`src/rtl/prs_pkg.sv`:
```
// ----------------------------------------------------------------------------
// prs_pkg
// payload types and fixed codes of the power rail sequencer
// ----------------------------------------------------------------------------
`default_nettype none

package prs_pkg;

   // input item
   typedef struct packed {
      logic [2:0] func;
      logic [1:0] rail;
      logic       pg_high;
      logic       pg_mid;
      logic [1:0] fault_source;
   } req_type;

   // result item
   typedef struct packed {
      logic       en_high;
      logic       en_mid;
      logic       en_low;
      logic       en_clock;
      logic       busy_res;
      logic       done_res;
      logic [2:0] status;
      logic [2:0] faults_read;
   } rsp_type;

   // command codes
   localparam logic [2:0] FUNC_TICK    = 3'd0;
   localparam logic [2:0] FUNC_UP      = 3'd1;
   localparam logic [2:0] FUNC_DOWN    = 3'd2;
   localparam logic [2:0] FUNC_EFUSE   = 3'd3;
   localparam logic [2:0] FUNC_DISABLE = 3'd4;
   localparam logic [2:0] FUNC_READ    = 3'd5;

   // status codes
   localparam logic [2:0] STATUS_OK       = 3'd0;
   localparam logic [2:0] STATUS_TO_HIGH  = 3'd1;
   localparam logic [2:0] STATUS_TO_MID   = 3'd2;
   localparam logic [2:0] STATUS_BAD_RAIL = 3'd3;
   localparam logic [2:0] STATUS_BUSY     = 3'd4;

   // rail codes
   localparam logic [1:0] RAIL_HIGH = 2'd0;
   localparam logic [1:0] RAIL_MID  = 2'd1;
   localparam logic [1:0] RAIL_LOW  = 2'd2;

   // fault event codes
   localparam logic [1:0] FAULT_NONE = 2'd0;
   localparam logic [1:0] FAULT_HIGH = 2'd1;
   localparam logic [1:0] FAULT_MID  = 2'd2;
   localparam logic [1:0] FAULT_LOW  = 2'd3;

   // register indexes
   localparam logic [2:0] REG_PG_TIMEOUT   = 3'd0;
   localparam logic [2:0] REG_SETTLE_LOW   = 3'd1;
   localparam logic [2:0] REG_SETTLE_OSC   = 3'd2;
   localparam logic [2:0] REG_EFUSE_DISCH  = 3'd3;
   localparam logic [2:0] REG_DOWN_GAP     = 3'd4;

   // register reset values
   localparam logic [15:0] PG_TIMEOUT_RST  = 16'd200;
   localparam logic [15:0] SETTLE_LOW_RST  = 16'd10;
   localparam logic [15:0] SETTLE_OSC_RST  = 16'd2;
   localparam logic [15:0] EFUSE_DISCH_RST = 16'd10;
   localparam logic [15:0] DOWN_GAP_RST    = 16'd1;

endpackage

`default_nettype wire

```
`src/rtl/power_rail_sequencer.sv`:
```
// ----------------------------------------------------------------------------
// power_rail_sequencer
// sequences the 5 V, 3.3 V and 1.8 V rail enables and the oscillator enable
// ----------------------------------------------------------------------------
// Usage:
//  - req_* carries one item per transfer: a millisecond tick or a command,
//    always with the sampled power-good levels and a fault event.
//  - rsp_* returns exactly one result per item, in order: the enables after
//    the item, busy, done, status and the fault bits on a read.
//  - csr_* writes the five delay registers; write only while idle.
//  - Result path: the input register holds the item, then the sequencer
//    update is written into the result register.
//  - Throughput: one item per cycle while the result is not stalled; the
//    whole state update for an item, including up to two chained zero-length
//    delays, is one pass of logic between the input and result registers.
//  - Reset: rails and oscillator off, sequencer idle, fault bits cleared,
//    registers back to their defaults, both channel registers empty.
//  - A stalled result holds; the input register still takes one more item
//    and then req_stall rises until the result is taken.
// ----------------------------------------------------------------------------
`default_nettype none

module power_rail_sequencer (
   input  wire logic              clock,
   input  wire logic              reset,
   // input channel
   input  wire logic              req_valid,
   output      logic              req_stall,
   input  wire prs_pkg::req_type  req_data,
   // result channel
   output      logic              rsp_valid,
   input  wire logic              rsp_stall,
   output      prs_pkg::rsp_type  rsp_data,
   // register write port
   input  wire logic              csr_wen,
   input  wire logic [2:0]        csr_index,
   input  wire logic [15:0]       csr_wdata
);

   // enable vector bit positions
   localparam int EN_HIGH = 0;
   localparam int EN_MID  = 1;
   localparam int EN_LOW  = 2;
   localparam int EN_CLK  = 3;

   typedef enum logic [3:0] {
      IDLE,
      UP_HIGH,
      UP_MID,
      UP_LOW,
      UP_OSC,
      DN_LOW,
      DN_GAP,
      EF_DIS,
      EF_PG
   } phase_type;

   typedef struct packed {
      phase_type   phase;
      logic [15:0] wc;
      logic [3:0]  en;
      logic [1:0]  target;
      logic        done;
   } seq_type;

   // registers
   logic              req_vld_ff;
   prs_pkg::req_type  req_ff;
   logic              rsp_vld_ff;
   prs_pkg::rsp_type  rsp_ff;
   prs_pkg::rsp_type  rsp_in;
   phase_type         phase_ff;
   phase_type         phase_in;
   logic [15:0]       wait_ff;
   logic [15:0]       wait_in;
   logic [3:0]        en_ff;
   logic [3:0]        en_in;
   logic [2:0]        fault_ff;
   logic [2:0]        fault_in;
   logic [1:0]        target_ff;
   logic [1:0]        target_in;
   logic [15:0]       pg_timeout_ff;
   logic [15:0]       settle_low_ff;
   logic [15:0]       settle_osc_ff;
   logic [15:0]       efuse_disch_ff;
   logic [15:0]       down_gap_ff;

   logic              req_accept;
   logic              out_move;

   // handshake
   assign out_move   = req_vld_ff & (~rsp_vld_ff | ~rsp_stall);
   assign req_stall  = req_vld_ff & ~out_move;
   assign req_accept = req_valid & ~req_stall;
   assign rsp_valid  = rsp_vld_ff;
   assign rsp_data   = rsp_ff;

   // delay length of a timed phase
   function automatic logic [16:0] delay_of(phase_type ph);
      logic [16:0] r;
      case (ph)
         UP_LOW:  r = {1'b1, settle_low_ff};
         UP_OSC:  r = {1'b1, settle_osc_ff};
         DN_LOW:  r = {1'b1, settle_low_ff};
         DN_GAP:  r = {1'b1, down_gap_ff};
         EF_DIS:  r = {1'b1, efuse_disch_ff};
         default: r = 17'd0;
      endcase
      return r;
   endfunction

   // enable bit of the rail under efuse reset
   function automatic logic [3:0] rail_mask(logic [1:0] rail);
      logic [3:0] m;
      m = '0;
      if (rail == prs_pkg::RAIL_HIGH) begin
         m[EN_HIGH] = 1'b1;
      end else begin
         m[EN_MID] = 1'b1;
      end
      return m;
   endfunction

   // one expiry step of a timed phase
   function automatic seq_type settle_step(seq_type s);
      seq_type     r;
      logic [16:0] d;
      r = s;
      d = delay_of(s.phase);
      if (d[16] && (s.wc >= d[15:0])) begin
         r.wc = '0;
         case (s.phase)
            UP_LOW: begin
               r.en[EN_CLK] = 1'b1;
               r.phase      = UP_OSC;
            end
            UP_OSC: begin
               r.phase = IDLE;
               r.done  = 1'b1;
            end
            DN_LOW: begin
               r.en[EN_MID] = 1'b0;
               r.phase      = DN_GAP;
            end
            DN_GAP: begin
               r.en[EN_HIGH] = 1'b0;
               r.phase       = IDLE;
               r.done        = 1'b1;
            end
            EF_DIS: begin
               r.en    = s.en | rail_mask(s.target);
               r.phase = EF_PG;
            end
            default: begin
               r.phase = IDLE;
            end
         endcase
      end
      return r;
   endfunction

   // sequencer update for the item in the input register
   always_comb begin
      seq_type          s0;
      seq_type          s1;
      seq_type          s2;
      logic [2:0]       fb;
      logic [2:0]       status;
      logic [2:0]       fread;
      logic [15:0]      wc_inc;
      logic             pg;
      logic             busy_cmd;
      prs_pkg::req_type rq;

      rq        = req_ff;
      s0.phase  = phase_ff;
      s0.wc     = wait_ff;
      s0.en     = en_ff;
      s0.target = target_ff;
      s0.done   = 1'b0;
      status    = prs_pkg::STATUS_OK;
      fread     = '0;
      wc_inc    = wait_ff + 16'd1;
      pg        = 1'b0;

      // latch the fault event first
      fb = fault_ff;
      case (rq.fault_source)
         prs_pkg::FAULT_HIGH: fb[0] = 1'b1;
         prs_pkg::FAULT_MID:  fb[1] = 1'b1;
         prs_pkg::FAULT_LOW:  fb[2] = 1'b1;
         default:             fb    = fault_ff;
      endcase

      busy_cmd = (rq.func inside {[prs_pkg::FUNC_UP:prs_pkg::FUNC_DISABLE]})
                 && (phase_ff != IDLE);

      if (busy_cmd) begin
         s0.done = 1'b1;
         status  = prs_pkg::STATUS_BUSY;
      end else begin
         case (rq.func)
            prs_pkg::FUNC_TICK: begin
               if (phase_ff == IDLE) begin
                  s0.phase = IDLE;
               end else if (delay_of(phase_ff) != 17'd0) begin
                  // timed phase: count, expiry handled below
                  s0.wc = wc_inc;
               end else begin
                  case (phase_ff)
                     UP_HIGH: pg = rq.pg_high;
                     UP_MID:  pg = rq.pg_mid;
                     default: pg = (target_ff == prs_pkg::RAIL_HIGH) ?
                                   rq.pg_high : rq.pg_mid;
                  endcase
                  if (!(phase_ff inside {UP_HIGH, UP_MID, EF_PG})) begin
                     s0.phase = IDLE;
                     s0.wc    = '0;
                  end else if (pg) begin
                     s0.wc = '0;
                     case (phase_ff)
                        UP_HIGH: begin
                           s0.en[EN_MID] = 1'b1;
                           s0.phase      = UP_MID;
                        end
                        UP_MID: begin
                           s0.en[EN_LOW] = 1'b1;
                           s0.phase      = UP_LOW;
                        end
                        default: begin
                           s0.phase = IDLE;
                           s0.done  = 1'b1;
                        end
                     endcase
                  end else begin
                     s0.wc = wc_inc;
                     // power-good timeout
                     if (wc_inc >= pg_timeout_ff) begin
                        s0.wc    = '0;
                        s0.phase = IDLE;
                        s0.done  = 1'b1;
                        case (phase_ff)
                           UP_HIGH: begin
                              s0.en[EN_HIGH] = 1'b0;
                              status         = prs_pkg::STATUS_TO_HIGH;
                           end
                           UP_MID: begin
                              s0.en[EN_HIGH] = 1'b0;
                              s0.en[EN_MID]  = 1'b0;
                              status         = prs_pkg::STATUS_TO_MID;
                           end
                           default: begin
                              s0.en  = en_ff & ~rail_mask(target_ff);
                              status = (target_ff == prs_pkg::RAIL_HIGH) ?
                                       prs_pkg::STATUS_TO_HIGH :
                                       prs_pkg::STATUS_TO_MID;
                           end
                        endcase
                     end
                  end
               end
            end
            prs_pkg::FUNC_UP: begin
               s0.en[EN_HIGH] = 1'b1;
               s0.phase       = UP_HIGH;
               s0.wc          = '0;
            end
            prs_pkg::FUNC_DOWN: begin
               s0.en[EN_CLK] = 1'b0;
               s0.en[EN_LOW] = 1'b0;
               s0.phase      = DN_LOW;
               s0.wc         = '0;
            end
            prs_pkg::FUNC_EFUSE: begin
               if (rq.rail[1]) begin
                  s0.done = 1'b1;
                  status  = prs_pkg::STATUS_BAD_RAIL;
               end else begin
                  s0.target = rq.rail;
                  s0.en     = en_ff & ~rail_mask(rq.rail);
                  s0.phase  = EF_DIS;
                  s0.wc     = '0;
               end
            end
            prs_pkg::FUNC_DISABLE: begin
               case (rq.rail)
                  prs_pkg::RAIL_HIGH: s0.en[EN_HIGH] = 1'b0;
                  prs_pkg::RAIL_MID:  s0.en[EN_MID]  = 1'b0;
                  prs_pkg::RAIL_LOW:  s0.en[EN_LOW]  = 1'b0;
                  default:            s0.en          = en_ff;
               endcase
               s0.done = 1'b1;
            end
            prs_pkg::FUNC_READ: begin
               fread   = fb;
               fb      = '0;
               s0.done = 1'b1;
            end
            default: begin
               s0.done = 1'b0;
            end
         endcase
      end

      // zero-length delays chain within the item, at most two deep
      s1 = settle_step(s0);
      s2 = settle_step(s1);

      phase_in  = s2.phase;
      wait_in   = s2.wc;
      en_in     = s2.en;
      target_in = s2.target;
      fault_in  = fb;

      rsp_in.en_high     = s2.en[EN_HIGH];
      rsp_in.en_mid      = s2.en[EN_MID];
      rsp_in.en_low      = s2.en[EN_LOW];
      rsp_in.en_clock    = s2.en[EN_CLK];
      rsp_in.busy_res    = (s2.phase != IDLE);
      rsp_in.done_res    = s2.done;
      rsp_in.status      = status;
      rsp_in.faults_read = fread;
   end

   // state, registers and channel stages
   always_ff @(posedge clock) begin
      if (reset) begin
         req_vld_ff     <= 1'b0;
         rsp_vld_ff     <= 1'b0;
         phase_ff       <= IDLE;
         wait_ff        <= '0;
         en_ff          <= '0;
         fault_ff       <= '0;
         target_ff      <= prs_pkg::RAIL_HIGH;
         pg_timeout_ff  <= prs_pkg::PG_TIMEOUT_RST;
         settle_low_ff  <= prs_pkg::SETTLE_LOW_RST;
         settle_osc_ff  <= prs_pkg::SETTLE_OSC_RST;
         efuse_disch_ff <= prs_pkg::EFUSE_DISCH_RST;
         down_gap_ff    <= prs_pkg::DOWN_GAP_RST;
      end else begin
         // input register
         if (req_accept) begin
            req_vld_ff <= 1'b1;
         end else if (out_move) begin
            req_vld_ff <= 1'b0;
         end
         // result register
         if (out_move) begin
            rsp_vld_ff <= 1'b1;
         end else if (!rsp_stall) begin
            rsp_vld_ff <= 1'b0;
         end
         // sequencer state
         if (out_move) begin
            phase_ff  <= phase_in;
            wait_ff   <= wait_in;
            en_ff     <= en_in;
            fault_ff  <= fault_in;
            target_ff <= target_in;
         end
         // register writes
         if (csr_wen) begin
            case (csr_index)
               prs_pkg::REG_PG_TIMEOUT:  pg_timeout_ff  <= csr_wdata;
               prs_pkg::REG_SETTLE_LOW:  settle_low_ff  <= csr_wdata;
               prs_pkg::REG_SETTLE_OSC:  settle_osc_ff  <= csr_wdata;
               prs_pkg::REG_EFUSE_DISCH: efuse_disch_ff <= csr_wdata;
               prs_pkg::REG_DOWN_GAP:    down_gap_ff    <= csr_wdata;
               default:                  down_gap_ff    <= down_gap_ff;
            endcase
         end
      end
      // payload stages
      if (req_accept) begin
         req_ff <= req_data;
      end
      if (out_move) begin
         rsp_ff <= rsp_in;
      end
   end

endmodule

`default_nettype wire

```
`config.mk`:
```
export PLATFORM = sky130hd
export DESIGN_NAME = power_rail_sequencer
export DESIGN_NICKNAME = d
export VERILOG_FILES = /design/src/rtl/prs_pkg.sv /design/src/rtl/power_rail_sequencer.sv
export SDC_FILE = /design/constraint.sdc
export NUM_CORES = 1
export LEC_CHECK = 0
export BUFFER_PORTS_ARGS = -buffer_cell sky130_fd_sc_hd__buf_2
export CAP_MARGIN = 20
export CORE_MARGIN = 2
export CORE_UTILIZATION = 50
export DETAILED_ROUTE_END_ITERATION = 16
export MAX_ROUTING_LAYER = met4
export PLACE_DENSITY = 0.76
export SYNTH_ARGS = -nofsm -noshare
export SYNTH_HDL_FRONTEND = slang
export SYNTH_SLANG_ARGS = --single-unit
```
`constraint.sdc`:
```
create_clock -name clock -period 12.1 [get_ports clock]
set_input_delay 1.815 -clock clock [delete_from_list [all_inputs] [get_ports clock]]
set_output_delay 1.815 -clock clock [all_outputs]
set_load 0.02 [all_outputs]
```
==> results.json <==
{
  "antenna_left": 0,
  "max_freq_mhz": 95.4,
  "design_area_sq_um": 8850,
  "synth_top_area_share_pct": 28.1,
  "hold_viol_final": 0,
  "drive_above_1_share_pct": 12.9,
  "p_seq_share_pct": 43.0,
  "synth-edff-count": 21,
  "rr_startpoint": "wait_ff[0]",
  "min_period_over_period_pct": 86.7,
  "drc": 0,
  "antenna_found_initial": 0,
  "cts-root-buf": "clkbuf_16",
  "place_area_sq_um": 8250,
  "fin_nets": 1059,
  "grt_pass1_wl_microns": 35700,
  "die_w_microns": 130,
  "postCtsSetupBuffers": 0,
  "vias": 7409,
  "synthArstFlopShare_pct": 0,
  "cts_buffers": 17,
  "grt_pass1_vias": 6919,
  "synth_most_common_cell": "nand2_1",
  "arrival_ns": 10.85,
  "gp_congestion": 0.932,
  "grt_max_degree": 81,
  "worstSetupEndpointType": "register",
  "setup_viol_count_final": 0,
  "powerDensity_nw_per_um2": 124,
  "crit_type": "register to register",
  "drt_iter0_drc": 791,
  "synthDistinctLibCells": 75,
  "cts.sinks": 132,
  "seq_area_frac_synth_pct": 36.1,
  "worst_r2r_path_depth": 34,
  "boundaryPins": 47,
  "antenna_cells": 0,
  "hold_buffers": 0,
  "grt_util_all_layers_pct": 27.9,
  "internal_power_mw": 0.806,
  "worst_setup_path_start_kind": "register",
  "pwr-share-comb_pct": 9.7,
  "hold_path.class": "register to register",
  "cts.htree.levels": 4,
  "outcome": "completed",
  "fill_cells": 1429,
  "rrSetupSlack_ns": 1.62,
  "finClkSkew_ns": 0.0101,
  "worstMarginPinSlew_ns": 1.06,
  "peakVddDrop_mv": 0.106,
  "synth_ff_type": "dfxtp_1",
  "clk_pin_slew_ns": 0.06,
  "slowest_delay_ns": 0.94,
  "cts_tree": "done",
  "swShare_pct": 26.5,
  "dpl.hpwl_microns": 15600,
  "power.switching_mw": 0.290,
  "wl_microns": 21900,
  "num_rows": 45,
  "post_cts_resized": 0,
  "routed_via_density": 6.17,
  "worstPathMaxFanout": 19,
  "dr.pass1.iters": 6,
  "synth-seq-cells": 132,
  "ys_warn_count": 0,
  "synth_area_leader_cell": "dfxtp_1",
  "leakage_nw": 3.35,
  "clock_latency_ns": 0.43,
  "wl_per_cell_microns": 18.3,
  "fp.dieArea_sq_um": 16800,
  "synth_cells": 960,
  "cp.required_ns": 12.46,
  "syn_avg_cell_area_sq_um": 8.24,
  "grt_setup_unrepaired": "no",
  "crit_path_start": "wait_ff[0]",
  "synth_area_leaders": "dfxtp_1 28%, nand2_1 9.5%, edfxtp_1 8.0%, ha_1 7.8%, a21oi_1 7.0%",
  "syn_area_sq_um": 7910,
  "reg2reg_to": "wait_ff[5]",
  "clockBufferDepth": 2,
  "start_util_pct": 51.6,
  "crit_top_cell": "ha_1",
  "maxSlewViolCount": 0,
  "fp.dieH_microns": 130,
  "cp_num_buf_inv": 3,
  "crit_family": "compound AO/OA/AOI/OAI gates",
  "fin_crit_ns": 10.48,
  "synth_nets": 1042,
  "syn_to_final_growth_pct": 11.9,
  "slew_headroom_pct": 28.8,
  "io_buffers": 46,
  "core_sq_um": 15300,
  "pwr-share-clk_pct": 47.3,
  "synthTopCellsByCount": "200 x nand2_1, 111 x dfxtp_1, 110 x a21oi_1",
  "setup_tns_ns": 0,
  "slowest_stage": "a2111oi_4",
  "critical_path.endpoint": "wait_ff[5]",
  "cp.depth": 34,
  "gr-total-overflow": 0,
  "max_cap_violations": 0
}
state kept, by name, indices dropped and copies added, names as in the netlist:
register	count
efuse_disch_ff	16
wait_ff	16
req_ff	9
down_gap_ff	16
en_ff	4
pg_timeout_ff	16
phase_ff	4
settle_osc_ff	16
req_vld_ff	1
settle_low_ff	16
fault_ff	3
rsp_data	12
target_ff	2
rsp_valid	1
worst min-delay path by stage:
stage / endpoint / cells past startpoint / start / slack (ns)
floorplan: pg_timeout_ff[10] / 2 / pg_timeout_ff[10] / 0.44
global placement: pg_timeout_ff[4] / 2 / pg_timeout_ff[4] / 0.44
detailed placement: pg_timeout_ff[9] / 2 / pg_timeout_ff[9] / 0.45
CTS: pg_timeout_ff[9] / 2 / pg_timeout_ff[9] / 0.46
global route: pg_timeout_ff[4] / 2 / pg_timeout_ff[4] / 0.47
finish: pg_timeout_ff[11] / 2 / pg_timeout_ff[11] / 0.45
power by group through the flow:
stage	logic [mW]	clock network [mW]	registers, mW
floorplan	0.0729	0	0.477
global placement	0.104	0	0.480
CTS	0.105	0.525	0.471
detailed placement	0.104	0	0.480
global route	0.117	0.542	0.473
finish	0.107	0.518	0.471
stage by stage:
step                      hold slack [ns]  worst slack, ns  total power, mW  instances  util [%]
after CTS                           0.455             1.13             1.10       1199      57.7
after floorplan                     0.436             3.52            0.550        960         -
final                               0.452             1.62             1.10       1200      57.8
after detailed placement            0.447             1.25            0.584       1168      53.9
after global routing                0.467            0.966             1.13       1200      57.8
after global placement              0.444             1.43            0.584       1168      53.9
cell usage in the layout, fill, tap and decap left out, types with 4 or more instances in the layout:
master / synthesis / routed
a211o_1: 4 / 4
a211oi_1: 10 / 10
a21o_1: 13 / 13
a21oi_1: 110 / 110
a221oi_1: 15 / 15
a222oi_1: 16 / 16
a22o_1: 42 / 42
a31oi_1: 12 / 12
and2_1: 20 / 20
and3_1: 14 / 14
buf_2: 4 / 46
buf_4: 2 / 14
clkbuf_16: 0 / 17
dfxtp_1: 111 / 111
edfxtp_1: 21 / 21
ha_1: 49 / 49
inv_1: 26 / 26
inv_6: 0 / 5
mux2_2: 16 / 16
nand2_1: 200 / 200
nand3_1: 25 / 25
nand4_1: 5 / 5
nor2_1: 40 / 40
nor2b_1: 7 / 7
nor3_1: 6 / 6
nor4_1: 9 / 8
o211ai_1: 5 / 5
o21a_1: 6 / 6
o21ai_0: 21 / 21
or2_2: 5 / 5
or4_1: 6 / 6
xnor2_1: 12 / 12
xor2_1: 5 / 5
logic make-up after synthesis:
logic type | after synthesis | synth area share (%)
muxes | 19 | 2.66
AOI/OAI and AO/OA | 295 | 26.4
adders and majority gates | 49 | 7.75
and+or+nand+nor | 358 | 20.7
xor gates and xnor gates | 17 | 1.88
DFF | 132 | 36.1
buffers and inverters | 90 | 4.53
worst min-delay path: stages, from the launching register on:
cell     delay, ns
dfxtp_1       0.30
nand2_1       0.05
a21oi_1       0.05
area by class of cell:
cell class / count / area [sq um] / share of cell area, %
multi-input combinational: 738 / 4700 / 53.2
sequential: 132 / 2850 / 32.2
clock buffer: 19 / 443 / 5.01
timing repair buffer: 60 / 335 / 3.79
tap: 211 / 264 / 2.98
clock inverter: 12 / 143 / 1.61
inverter: 28 / 105 / 1.19
metal layers:
metal  routed length (microns)  share of wire (%)  vias to the layer above  track usage (%)
li1                          -                  -                     3566                -
met1                      9630                 44                     3466             36.4
met2                     10100                 46                      331             43.2
met5                         0                  0                        -                -
met3                      1680                7.7                       46             5.45
met4                       566                2.6                        0             10.2
No activity file was read; power rests on OpenSTA's default activity.
